$ cat src/hw/rtl/dual_scan_gc_sequencer_unit_macros.svh
// Assertion macros for the sequencer modules; only dsgc_core uses them.
// The module that uses them must have ports named clk and arst_n.
`ifndef DUAL_SCAN_GC_SEQUENCER_UNIT_MACROS_SVH
`define DUAL_SCAN_GC_SEQUENCER_UNIT_MACROS_SVH

// Checked on every rising edge while reset is released.
`define DSGC_ASSERT(lbl, prop, msg) \
	lbl: assert property (@(posedge clk) disable iff (!arst_n) prop) else $error(msg);

// Checked on every rising edge, reset included.
`define DSGC_ASSERT_ALWAYS(lbl, prop, msg) \
	lbl: assert property (@(posedge clk) prop) else $error(msg);

`endif

$ cat src/hw/rtl/dsgc_pkg.sv
package dsgc_pkg;

	localparam int unsigned CMD_W   = 4;
	localparam int unsigned MODE_W  = 2;
	localparam int unsigned PHASE_W = 4;
	localparam int unsigned STAT_W  = 2;
	localparam int unsigned EV_W    = 3;

	localparam logic [CMD_W-1:0] CMD_START_BLOB = 4'd0;
	localparam logic [CMD_W-1:0] CMD_START_SNAP = 4'd1;
	localparam logic [CMD_W-1:0] CMD_DONE_BLOB  = 4'd2;
	localparam logic [CMD_W-1:0] CMD_DONE_SNAP  = 4'd3;
	localparam logic [CMD_W-1:0] CMD_DONE_CLEAN = 4'd4;
	localparam logic [CMD_W-1:0] CMD_SHUTDOWN   = 4'd5;
	localparam logic [CMD_W-1:0] CMD_RESET      = 4'd6;
	localparam logic [CMD_W-1:0] CMD_FORCE      = 4'd7;
	localparam logic [CMD_W-1:0] CMD_QUERY      = 4'd8;

	localparam logic [MODE_W-1:0] MODE_NONE     = 2'd0;
	localparam logic [MODE_W-1:0] MODE_INTERNAL = 2'd1;
	localparam logic [MODE_W-1:0] MODE_EXTERNAL = 2'd2;

	localparam logic [STAT_W-1:0] ST_OK             = 2'd0;
	localparam logic [STAT_W-1:0] ST_BAD_TRANSITION = 2'd1;
	localparam logic [STAT_W-1:0] ST_BAD_MODE       = 2'd2;
	localparam logic [STAT_W-1:0] ST_MISMATCH       = 2'd3;

	localparam logic [PHASE_W-1:0] PH_IDLE     = 4'd0;
	localparam logic [PHASE_W-1:0] PH_SHUTDOWN = 4'd10;
	localparam logic [PHASE_W-1:0] NO_MOVE     = 4'd15;

	localparam int unsigned NUM_PHASES = 11;
	localparam int unsigned NUM_EVENTS = 7;

	localparam logic [PHASE_W-1:0] NEXT_TBL [NUM_PHASES][NUM_EVENTS] = '{
		'{4'd1,  4'd2,  4'd15, 4'd15, 4'd15, 4'd10, 4'd0 },
		'{4'd15, 4'd3,  4'd4,  4'd15, 4'd15, 4'd10, 4'd15},
		'{4'd3,  4'd15, 4'd15, 4'd6,  4'd15, 4'd10, 4'd15},
		'{4'd15, 4'd15, 4'd5,  4'd7,  4'd15, 4'd10, 4'd15},
		'{4'd15, 4'd5,  4'd15, 4'd8,  4'd15, 4'd10, 4'd15},
		'{4'd15, 4'd15, 4'd15, 4'd8,  4'd15, 4'd10, 4'd15},
		'{4'd7,  4'd15, 4'd8,  4'd15, 4'd15, 4'd10, 4'd15},
		'{4'd15, 4'd15, 4'd8,  4'd15, 4'd15, 4'd10, 4'd15},
		'{4'd15, 4'd15, 4'd15, 4'd15, 4'd9,  4'd10, 4'd15},
		'{4'd15, 4'd15, 4'd15, 4'd15, 4'd15, 4'd10, 4'd0 },
		'{4'd10, 4'd10, 4'd10, 4'd10, 4'd10, 4'd10, 4'd0 }
	};

	typedef struct packed {
		logic [CMD_W-1:0]   cmd;
		logic [MODE_W-1:0]  scan_mode;
		logic [PHASE_W-1:0] forced_state;
	} cmd_item_t;

	typedef struct packed {
		logic [PHASE_W-1:0] state;
		logic [MODE_W-1:0]  mode_now;
		logic [STAT_W-1:0]  status;
	} res_item_t;

	// Out-of-range phases and events have no transition.
	function automatic logic [PHASE_W-1:0] lookup_next(input logic [PHASE_W-1:0] phase,
			input logic [EV_W-1:0] ev);
		logic [PHASE_W-1:0] r;
		r = NO_MOVE;
		if ((phase <= PH_SHUTDOWN) && (ev < EV_W'(NUM_EVENTS))) begin
			r = NEXT_TBL[phase][ev];
		end
		return r;
	endfunction

endpackage

$ cat src/hw/rtl/dsgc_cmd_if.sv
interface dsgc_cmd_if;
	logic                         valid;
	logic                         ready;
	logic [dsgc_pkg::CMD_W-1:0]   cmd;
	logic [dsgc_pkg::MODE_W-1:0]  scan_mode;
	logic [dsgc_pkg::PHASE_W-1:0] forced_state;

	modport source (output valid, output cmd, output scan_mode, output forced_state,
		input ready);
	modport sink (input valid, input cmd, input scan_mode, input forced_state,
		output ready);
endinterface

$ cat src/hw/rtl/dsgc_res_if.sv
interface dsgc_res_if;
	logic                         valid;
	logic                         ready;
	logic [dsgc_pkg::PHASE_W-1:0] state;
	logic [dsgc_pkg::MODE_W-1:0]  mode_now;
	logic [dsgc_pkg::STAT_W-1:0]  status;

	modport source (output valid, output state, output mode_now, output status,
		input ready);
	modport sink (input valid, input state, input mode_now, input status,
		output ready);
endinterface

$ cat src/hw/rtl/dsgc_in_reg.sv
module dsgc_in_reg (
	input  logic                clk,
	input  logic                arst_n,
	dsgc_cmd_if.sink            req,
	input  logic                advance,
	output logic                valid_s1,
	output dsgc_pkg::cmd_item_t item_s1
);

	logic accept;

	assign req.ready = !valid_s1 || advance;
	assign accept    = req.valid && req.ready;

	always_ff @(posedge clk or negedge arst_n) begin
		if (!arst_n) begin
			valid_s1 <= 1'b0;
		end else if (req.ready) begin
			valid_s1 <= req.valid;
		end
	end

	always_ff @(posedge clk) begin
		if (accept) begin
			item_s1.cmd          <= req.cmd;
			item_s1.scan_mode    <= req.scan_mode;
			item_s1.forced_state <= req.forced_state;
		end
	end

endmodule

$ cat src/hw/rtl/dsgc_core.sv
`include "dual_scan_gc_sequencer_unit_macros.svh"

module dsgc_core (
	input  logic                clk,
	input  logic                arst_n,
	input  logic                fire,
	input  dsgc_pkg::cmd_item_t item_s1,
	output dsgc_pkg::res_item_t res
);

	logic [dsgc_pkg::PHASE_W-1:0] state_q;
	logic [dsgc_pkg::MODE_W-1:0]  mode_q;
	logic [dsgc_pkg::PHASE_W-1:0] nxt_phase;
	logic [dsgc_pkg::MODE_W-1:0]  nxt_mode;
	logic [dsgc_pkg::STAT_W-1:0]  nxt_status;
	logic [dsgc_pkg::PHASE_W-1:0] lk;

	assign lk = dsgc_pkg::lookup_next(state_q, item_s1.cmd[dsgc_pkg::EV_W-1:0]);

	always_comb begin
		nxt_phase  = state_q;
		nxt_mode   = mode_q;
		nxt_status = dsgc_pkg::ST_OK;
		priority if (item_s1.cmd == dsgc_pkg::CMD_QUERY) begin
			nxt_status = dsgc_pkg::ST_OK;
		end else if (item_s1.cmd == dsgc_pkg::CMD_FORCE) begin
			if (item_s1.forced_state <= dsgc_pkg::PH_SHUTDOWN) begin
				nxt_phase = item_s1.forced_state;
			end else begin
				nxt_status = dsgc_pkg::ST_BAD_TRANSITION;
			end
		end else if (item_s1.cmd > dsgc_pkg::CMD_RESET) begin
			nxt_status = dsgc_pkg::ST_BAD_TRANSITION;
		end else if ((item_s1.cmd == dsgc_pkg::CMD_START_SNAP)
				&& (item_s1.scan_mode != dsgc_pkg::MODE_INTERNAL)
				&& (item_s1.scan_mode != dsgc_pkg::MODE_EXTERNAL)) begin
			nxt_status = dsgc_pkg::ST_BAD_MODE;
		end else if (lk == dsgc_pkg::NO_MOVE) begin
			nxt_status = dsgc_pkg::ST_BAD_TRANSITION;
		end else if ((item_s1.cmd == dsgc_pkg::CMD_DONE_SNAP)
				&& (item_s1.scan_mode != mode_q)) begin
			nxt_status = dsgc_pkg::ST_MISMATCH;
		end else begin
			nxt_phase = lk;
			if (item_s1.cmd == dsgc_pkg::CMD_START_SNAP) begin
				nxt_mode = item_s1.scan_mode;
			end else if ((item_s1.cmd == dsgc_pkg::CMD_DONE_SNAP)
					|| (item_s1.cmd == dsgc_pkg::CMD_RESET)) begin
				nxt_mode = dsgc_pkg::MODE_NONE;
			end
		end
	end

	always_ff @(posedge clk or negedge arst_n) begin
		if (!arst_n) begin
			state_q <= dsgc_pkg::PH_IDLE;
			mode_q  <= dsgc_pkg::MODE_NONE;
		end else if (fire) begin
			state_q <= nxt_phase;
			mode_q  <= nxt_mode;
		end
	end

	assign res.state    = nxt_phase;
	assign res.mode_now = nxt_mode;
	assign res.status   = nxt_status;

	`DSGC_ASSERT(a_hold_when_idle, !fire |=> $stable(state_q) && $stable(mode_q), "state moved without a word")
	`DSGC_ASSERT(a_reject_keeps, fire && (nxt_status != dsgc_pkg::ST_OK) |=> (state_q == $past(state_q)) && (mode_q == $past(mode_q)), "rejected word changed state")
	`DSGC_ASSERT_ALWAYS(a_mode_legal, mode_q != 2'd3, "recorded mode holds an unused code")

endmodule

$ cat src/hw/rtl/dsgc_out_reg.sv
module dsgc_out_reg (
	input  logic                clk,
	input  logic                arst_n,
	input  logic                load,
	input  dsgc_pkg::res_item_t res,
	output logic                free,
	dsgc_res_if.source          rsp
);

	logic                valid_q;
	dsgc_pkg::res_item_t item_q;

	assign free = !valid_q || rsp.ready;

	always_ff @(posedge clk or negedge arst_n) begin
		if (!arst_n) begin
			valid_q <= 1'b0;
		end else if (free) begin
			valid_q <= load;
		end
	end

	always_ff @(posedge clk) begin
		if (load) begin
			item_q <= res;
		end
	end

	assign rsp.valid    = valid_q;
	assign rsp.state    = item_q.state;
	assign rsp.mode_now = item_q.mode_now;
	assign rsp.status   = item_q.status;

endmodule

$ cat src/hw/rtl/dual_scan_gc_sequencer_unit.sv
// A word accepted on the command side goes through the input register, then the result register.
// Throughput: one word per cycle while results are taken; the input register and the result
// register both advance whenever the result register is empty or its word is being taken.
// Reset (arst_n low) sets the phase to idle, the recorded mode to none and empties both
// registers.
module dual_scan_gc_sequencer_unit (
	input  logic        clk,
	input  logic        arst_n,
	dsgc_cmd_if.sink    req,
	dsgc_res_if.source  rsp
);

	logic                valid_s1;
	logic                free;
	logic                fire;
	dsgc_pkg::cmd_item_t item_s1;
	dsgc_pkg::res_item_t res;

	assign fire = valid_s1 && free;

	dsgc_in_reg u_in (
		.clk      (clk),
		.arst_n   (arst_n),
		.req      (req),
		.advance  (free),
		.valid_s1 (valid_s1),
		.item_s1  (item_s1)
	);

	dsgc_core u_core (
		.clk     (clk),
		.arst_n  (arst_n),
		.fire    (fire),
		.item_s1 (item_s1),
		.res     (res)
	);

	dsgc_out_reg u_out (
		.clk    (clk),
		.arst_n (arst_n),
		.load   (fire),
		.res    (res),
		.free   (free),
		.rsp    (rsp)
	);

endmodule

$ cat src/flat_wrapper.sv
// flat-port wrapper written by rule: the top's interface ports become plain ports
module dual_scan_gc_sequencer_unit_flat 
  (clk, arst_n, req_valid, req_cmd, req_scan_mode, req_forced_state, req_ready, rsp_valid, rsp_state, rsp_mode_now, rsp_status, rsp_ready);
  dsgc_cmd_if req_i ();
  dsgc_res_if rsp_i ();
  input  logic clk;
  input  logic arst_n;
  input wire logic [$bits(req_i.valid)-1:0] req_valid;
  input wire logic [$bits(req_i.cmd)-1:0] req_cmd;
  input wire logic [$bits(req_i.scan_mode)-1:0] req_scan_mode;
  input wire logic [$bits(req_i.forced_state)-1:0] req_forced_state;
  output wire logic [$bits(req_i.ready)-1:0] req_ready;
  output wire logic [$bits(rsp_i.valid)-1:0] rsp_valid;
  output wire logic [$bits(rsp_i.state)-1:0] rsp_state;
  output wire logic [$bits(rsp_i.mode_now)-1:0] rsp_mode_now;
  output wire logic [$bits(rsp_i.status)-1:0] rsp_status;
  input wire logic [$bits(rsp_i.ready)-1:0] rsp_ready;
  assign req_i.valid = req_valid;
  assign req_i.cmd = req_cmd;
  assign req_i.scan_mode = req_scan_mode;
  assign req_i.forced_state = req_forced_state;
  assign req_ready = req_i.ready;
  assign rsp_valid = rsp_i.valid;
  assign rsp_state = rsp_i.state;
  assign rsp_mode_now = rsp_i.mode_now;
  assign rsp_status = rsp_i.status;
  assign rsp_i.ready = rsp_ready;
  dual_scan_gc_sequencer_unit u_core (.clk(clk), .arst_n(arst_n), .req(req_i), .rsp(rsp_i));
endmodule
$ cat config.mk
export PLATFORM = sky130hd
export DESIGN_NAME = dual_scan_gc_sequencer_unit_flat
export DESIGN_NICKNAME = d
export VERILOG_FILES = /design/src/hw/rtl/dsgc_pkg.sv /design/src/hw/rtl/dsgc_cmd_if.sv /design/src/hw/rtl/dsgc_res_if.sv /design/src/hw/rtl/dsgc_in_reg.sv /design/src/hw/rtl/dsgc_core.sv /design/src/hw/rtl/dsgc_out_reg.sv /design/src/hw/rtl/dual_scan_gc_sequencer_unit.sv /design/src/flat_wrapper.sv
export VERILOG_INCLUDE_DIRS = /design/src /design/src/hw/rtl
export SDC_FILE = /design/constraint.sdc
export NUM_CORES = 1
export LEC_CHECK = 0
export CAP_MARGIN = 5
export CORE_MARGIN = 3
export CORE_UTILIZATION = 39
export DETAILED_ROUTE_END_ITERATION = 12
export DONT_BUFFER_PORTS = 1
export SLEW_MARGIN = 10
export SYNTH_ARGS = -nofsm -noshare
export SYNTH_HDL_FRONTEND = slang
export SYNTH_SLANG_ARGS = --single-unit
$ cat constraint.sdc
create_clock -name clk -period 6.65 [get_ports clk]
set_input_delay 0.9975 -clock clk [delete_from_list [all_inputs] [get_ports clk]]
set_output_delay 0.9975 -clock clk [all_outputs]
set_load 0.01 [all_outputs]
* After elaboration in Yosys (flattened, before gate mapping)
Memory sizes are Yosys's and may differ from the RTL's.
Cells that the tools add are included.
Widths: inputs -> output; s select.
** Operators by class
- Bitwise operators :: 2
- Mux-type cells :: 27
- Magnitude comparators :: 6
- Equal/unequal tests :: 9
- Reductions and logical operators :: 11
** Operator list (number)
- $mux 28 :: 2
- $mux 4 :: 10
- $mux 2 :: 13
- $bmux 4 s3 :: 1
- $eq 4x3->1 const B :: 2
- $eq 4x4->1 const B :: 2
- $le 4x4->1 const B :: 2
- $logic_and 1x1->1 :: 6
- $ge 5x5->1 const B :: 1
- $not 4->5 :: 1
- $eq 4x1->1 const B :: 1
- $eq 4x2->1 const B :: 1
- $ge 4x4->1 const B :: 1
- $gt 4x3->1 const B :: 1
- $not 3->4 :: 1
- $logic_or 1x1->1 :: 3
- $lt 3x3->1 const B :: 1
- $logic_not 1->1 :: 2
- $ne 2x1->1 const B :: 1
- $ne 2x2->1 :: 1
- $ne 2x2->1 const B :: 1
- $mux 1 :: 1
** Word-level totals
- Register bits :: 26
- Memories :: 1
- Bits of input ports :: 14
- Bits in read-only memories :: 448
** Memories
- (no name shown) :: depth 16, bits a word 28, rd ports 1, clocked after memory_dff 0, write ports 0, RTL line dsgc_pkg.sv:67 : r = NEXT_TBL[phase][ev];

* Depth between registers and ports, before layout
- Depth after elaboration :: 14
- Depth in mapped cells :: 9

* By module
Synthesis repeated with hierarchy kept, for this count alone.
** Unflattened totals
- Cell total of the unflattened synthesis :: 173
- Area, all modules :: 1795.5 µm²
** Modules (own cells, without submodules)
- dsgc_core :: area each 1147.4 µm², seq. area each 150.1 µm², instances 1, cells an instance 147
- dsgc_in_reg :: area each 354.1 µm², seq. area each 325.3 µm², instances 1, cells an instance 14
- dsgc_out_reg :: area each 287.8 µm², seq. area each 265.3 µm², instances 1, cells an instance 11
- dual_scan_gc_sequencer_unit :: area each 6.3 µm², seq. area each 0.0 µm², instances 1, cells an instance 1

* Least setup slack after synthesis
Ideal clock, no wire load.
- Path type :: in2reg
- Start point :: input rsp_ready
- End point :: register u_core.u_core.state_q[1] in the netlist's numbering
- Cell stages on the path :: 5
- Required time :: 6.524 ns
- Arrival :: 2.115 ns
- Buffers on the path :: 0
- Slack :: 4.409 ns
- Cells stage by stage :: nand2b_1 > nand2_1 > clkinv_1 > and3_2 > a221o_1
** On the way
- Longest elaborated chain between the ends :: 2
** Ends and longest elaborated chain
- start, declared :: RTL line flat_wrapper.sv:17 : input wire logic [$bits(rsp_i.ready)-1:0] rsp_ready;
- $logic_or 1x1->1 :: RTL line dsgc_out_reg.sv:13 : assign free = !valid_q || rsp.ready;
- $logic_and 1x1->1 :: RTL line dual_scan_gc_sequencer_unit.sv:19 : assign fire = valid_s1 && free;
- named net u_core.fire :: RTL line dual_scan_gc_sequencer_unit.sv:15 : logic fire;
- end signal, assigned :: RTL line dsgc_core.sv:56 : state_q <= dsgc_pkg::PH_IDLE;
- end signal, assigned :: RTL line dsgc_core.sv:59 : state_q <= nxt_phase;
- end, declared :: RTL line dsgc_core.sv:11 : logic [dsgc_pkg::PHASE_W-1:0] state_q;
The timed path passes the listed nets, and every way through them passes these cells.
A chain may end at the register's enable or synchronous reset.

* Worst setup path in the final report
- Start point :: register u_core.u_in.item_s1[6] (netlist name)
- End point :: register u_core.u_core.state_q[1] in the netlist's numbering
** On the way
- Longest elaborated chain between the ends :: 11
** Ends and longest elaborated chain
- $not 3->4 (implied by the code) :: RTL line dsgc_pkg.sv:67
- $bmux 4 s3 :: RTL line dsgc_pkg.sv:67
- $mux 4 (implied by the code) (2 in a row) :: RTL line dsgc_pkg.sv:67
- $mux 4 :: RTL line dsgc_pkg.sv:66 : if ((phase <= PH_SHUTDOWN) && (ev < EV_W'(NUM_EVENTS))) begin
- $eq 4x4->1 / $mux 4 (equally long branches) :: RTL line dsgc_core.sv:38, dsgc_core.sv:40
- $mux 4 :: RTL line dsgc_core.sv:38 : end else if (lk == dsgc_pkg::NO_MOVE) begin
- $mux 4 :: RTL line dsgc_core.sv:34 : end else if ((item_s1.cmd == dsgc_pkg::CMD_START_SNAP)
- $mux 4 :: RTL line dsgc_core.sv:32 : end else if (item_s1.cmd > dsgc_pkg::CMD_RESET) begin
- $mux 4 :: RTL line dsgc_core.sv:26 : end else if (item_s1.cmd == dsgc_pkg::CMD_FORCE) begin
- $mux 4 * :: RTL line dsgc_core.sv:24 : priority if (item_s1.cmd == dsgc_pkg::CMD_QUERY) begin
Every way passes the cells marked *; elsewhere a longest branch is shown, timed or not. The select of a mux whose other input is x is not followed.

==> impl_results.md <==
* Leakage Power at 0.611 nW
* CTS Buf Count at 3
* Die width at 73.1 um
* Clk slew on worst S/H paths at 0.09 ns
* CTS tree: built
* RSZ-0062 raised after global routing: no
* Ant diodes at 0
* Synth area leaders: edfxtp_1 31%, dfrtp_1 11%, clkbuf_8 6.3%
* Setup-failing EPs final at 0
* Maximum clock rate at 374 MHz
* Gr ovfl total at 0
* Sw frac at 0.401
* Final WL at 3560 um
* Crit Path Category: reg2reg
* CTS Sinks at 26
* Reg2Reg Launch Point: u_core.u_in.item_s1[6]$_DFFE_PP_
* Hold slack at 0.412 ns
* Top_reg_cell synth: edfxtp_1
* Worst reg2reg path depth at 7
* Sequential-to-total area share from yosys stat at 0.422
* CP endpoint kind: flip-flop
* Syn_area_per_cell at 10.4 um2
* Die ar. at 0.00534 mm2
* Largest net degree at the start of global routing at 24
* Net Switching at 0.249 mW
* Hold Violations, Final at 0
* Overall routing resource usage at 0.146
* Synth-to-layout area growth at -2.57%
* Starting density of the core at 0.420
* Vias in the first global route at 1242
* Port bufs at 0
* Ports at 24
* Async S/R FF share, synth at 0.308
* Post-synth EDFFs at 18
* Filler cell count in the final layout at 393
* Via count at 1311
* Slew @ Worst Pin at 0.686 ns
* P per Cell Area at 363 mW/mm2
* Critical Path Start Type: flip-flop
* Antenna violations before repair at 0
* Clock Tree Buf Depth at 2
* Reg2reg end: u_core.u_core.state_q[1]$_DFFE_PN0P_
* Skew final at 0.00692 ns
* Outcome: finished clean
* H-tree lvl count at 1
* Worst EP arrival at 2.82 ns
* Final #Nets at 174
* CP Max Fanout at 22
* Antenna-violating nets left at 0
* Share of post-route cells with drive strength above 1 at 0.119
* Required @ worst endpoint at 6.80 ns
* Reg2Reg Setup Slack at 3.97 ns
* HP Class: in2async
* Multi-input gate area at 828 um2
* Via density at 6.27
* # Max-Cap Violations at 0
* Synthesized area at 0.00175 mm2
* Root Driver: clkbuf_8
* Die H at 73.1 um
* Post-synth top area share at 0.308
* Number of distinct library cells after synthesis at 50
* Post-synth top cells: 18 x edfxtp_1, 12 x a21oi_1, 12 x o21ai_0
* Routed WL per cell at 17.0 um
* Iter 0 DRT Violations at 267
* Gate Count Post-Synth at 169
* Seq cells post-synth at 26
* P_int at 0.372 mW
* Sequential power share at 0.464
* Slew Limit Headroom at 0.543
* Count leader, synth: edfxtp_1
* Pre-Repair DR Iteration Count at 4
* Post-synth top area cell: edfxtp_1
* Net count after synthesis at 183
* Site Rows at 23
* Peak supply drop at 198 uV
* Synthesis warning total at 0
* Setup_tns at 0 ns
* Slew Limit Fails at 0
* Dpl hpwl at 2640 um
* Register Area at 741 um2
* Post-CTS sizing at 0
* Crit path time final at 2.68 ns
* First-pass GRT wire length at 6130 um
* Tcrit/Tclk final at 0.402
* Hold_buf cts at 0
* Non-Filler Instances at 209
* Core ar. at 0.00417 mm2
* Clock power share at 0.160
* Worst skew pair latency at 0.27 ns
* Combinational fraction of design power at 0.376
* Post-CTS Setup Inserts at 0
* Placed Cells at 205
* Gpl congestion at 0.902
* DRC violations left at 0
worst max path at each step:
| stage | slack [ns] | from | to |
|---|---|---|---|
| floorplan | 4.41 | rsp_ready | u_core.u_core.state_q[1]$_DFFE_PN0P_ |
| global placement | 4.11 | u_core.u_in.item_s1[6]$_DFFE_PP_ | u_core.u_core.state_q[1]$_DFFE_PN0P_ |
| detailed placement | 4.06 | u_core.u_in.item_s1[6]$_DFFE_PP_ | u_core.u_core.state_q[1]$_DFFE_PN0P_ |
| CTS | 4.04 | u_core.u_in.item_s1[6]$_DFFE_PP_ | u_core.u_core.state_q[1]$_DFFE_PN0P_ |
| global route | 3.77 | u_core.u_in.item_s1[6]$_DFFE_PP_ | u_core.u_core.state_q[1]$_DFFE_PN0P_ |
| finish | 3.97 | u_core.u_in.item_s1[6]$_DFFE_PP_ | u_core.u_core.state_q[1]$_DFFE_PN0P_ |
cells in the final DEF, fill, tap and decap left out, types with 2 or more instances in the layout:
cell	n
nand2b_1	6
and2b_2	2
o21a_1	3
edfxtp_1	18
inv_1	5
mux2i_1	2
a22o_1	2
nor3_1	3
a21o_1	4
nor4_1	3
clkbuf_8	4
or2_2	2
and3_1	3
dfrtp_1	8
nand2_1	5
xnor2_1	3
nor2_1	9
o22ai_1	6
xor2_1	2
nor3b_1	3
a31oi_1	10
o21ai_0	12
nand3_1	4
o2bb2ai_1	2
and3_2	2
a221o_1	3
a21oi_1	12
through the flow:
stage / area, um2 / setup slack, ns / utilization / total power, mW
finish: 1710 / 3.97 / 0.410 / 0.621
floorplan: 1750 / 4.41 / - / 0.498
detailed placement: 1650 / 4.06 / 0.396 / 0.518
CTS: 1710 / 4.04 / 0.410 / 0.619
global placement: 1650 / 4.11 / 0.396 / 0.514
global route: 1710 / 3.77 / 0.410 / 0.671
critical path, cell delays in order, from the launching register on:
cell and delay (ns):
edfxtp_1 0.78, mux2i_1 0.29, xnor2_1 0.14, o32ai_1 0.13, a22oi_1 0.44, a31oi_4 0.26, and3_2 0.26, a221o_1 0.26
state kept, by name, summed over array words and instances (netlist names):
| signal | cells |
|---|---|
| u_core.u_core.mode_q | 2 |
| u_core.u_core.state_q | 4 |
| u_core.u_in.item_s1 | 10 |
| u_core.u_in.valid_s1 | 1 |
| u_core.u_out.rsp.mode_now | 2 |
| u_core.u_out.rsp.state | 4 |
| u_core.u_out.rsp.status | 2 |
| u_core.u_out.rsp.valid | 1 |
power groups by stage:
stage | clock, mW | combinational (mW) | sequential (mW)
6_report | 0.0992 | 0.233 | 0.288
5_1_grt | 0.111 | 0.263 | 0.297
4_1_cts | 0.102 | 0.230 | 0.287
3_5_place_dp | 0 | 0.227 | 0.290
3_3_place_gp | 0 | 0.225 | 0.289
2_1_floorplan | 0 | 0.256 | 0.242
metal layers:
layer  routed length [um]  global-route usage
met1                 1620               0.213
met2                 1730               0.227
met3                  181              0.0275
met4                   26              0.0246
met5                    0                   0
area by class of cell:
class                      instances  share of cell area
clock buffer                       4              0.0322
tap                               50              0.0366
inverter                           6              0.0132
sequential                        26               0.433
multi-input combinational        123               0.485
cells by family (layout without fill, tap and decap cells):
family,count (synthesis),in the layout,synth area share
xor+xnor,5,5,0.0250
mux,2,2,0.0114
simple gates,47,47,0.155
flops,26,26,0.422
compound gates,69,69,0.280
buf+inv,20,10,0.106
(Power assumes the default switching activity.)
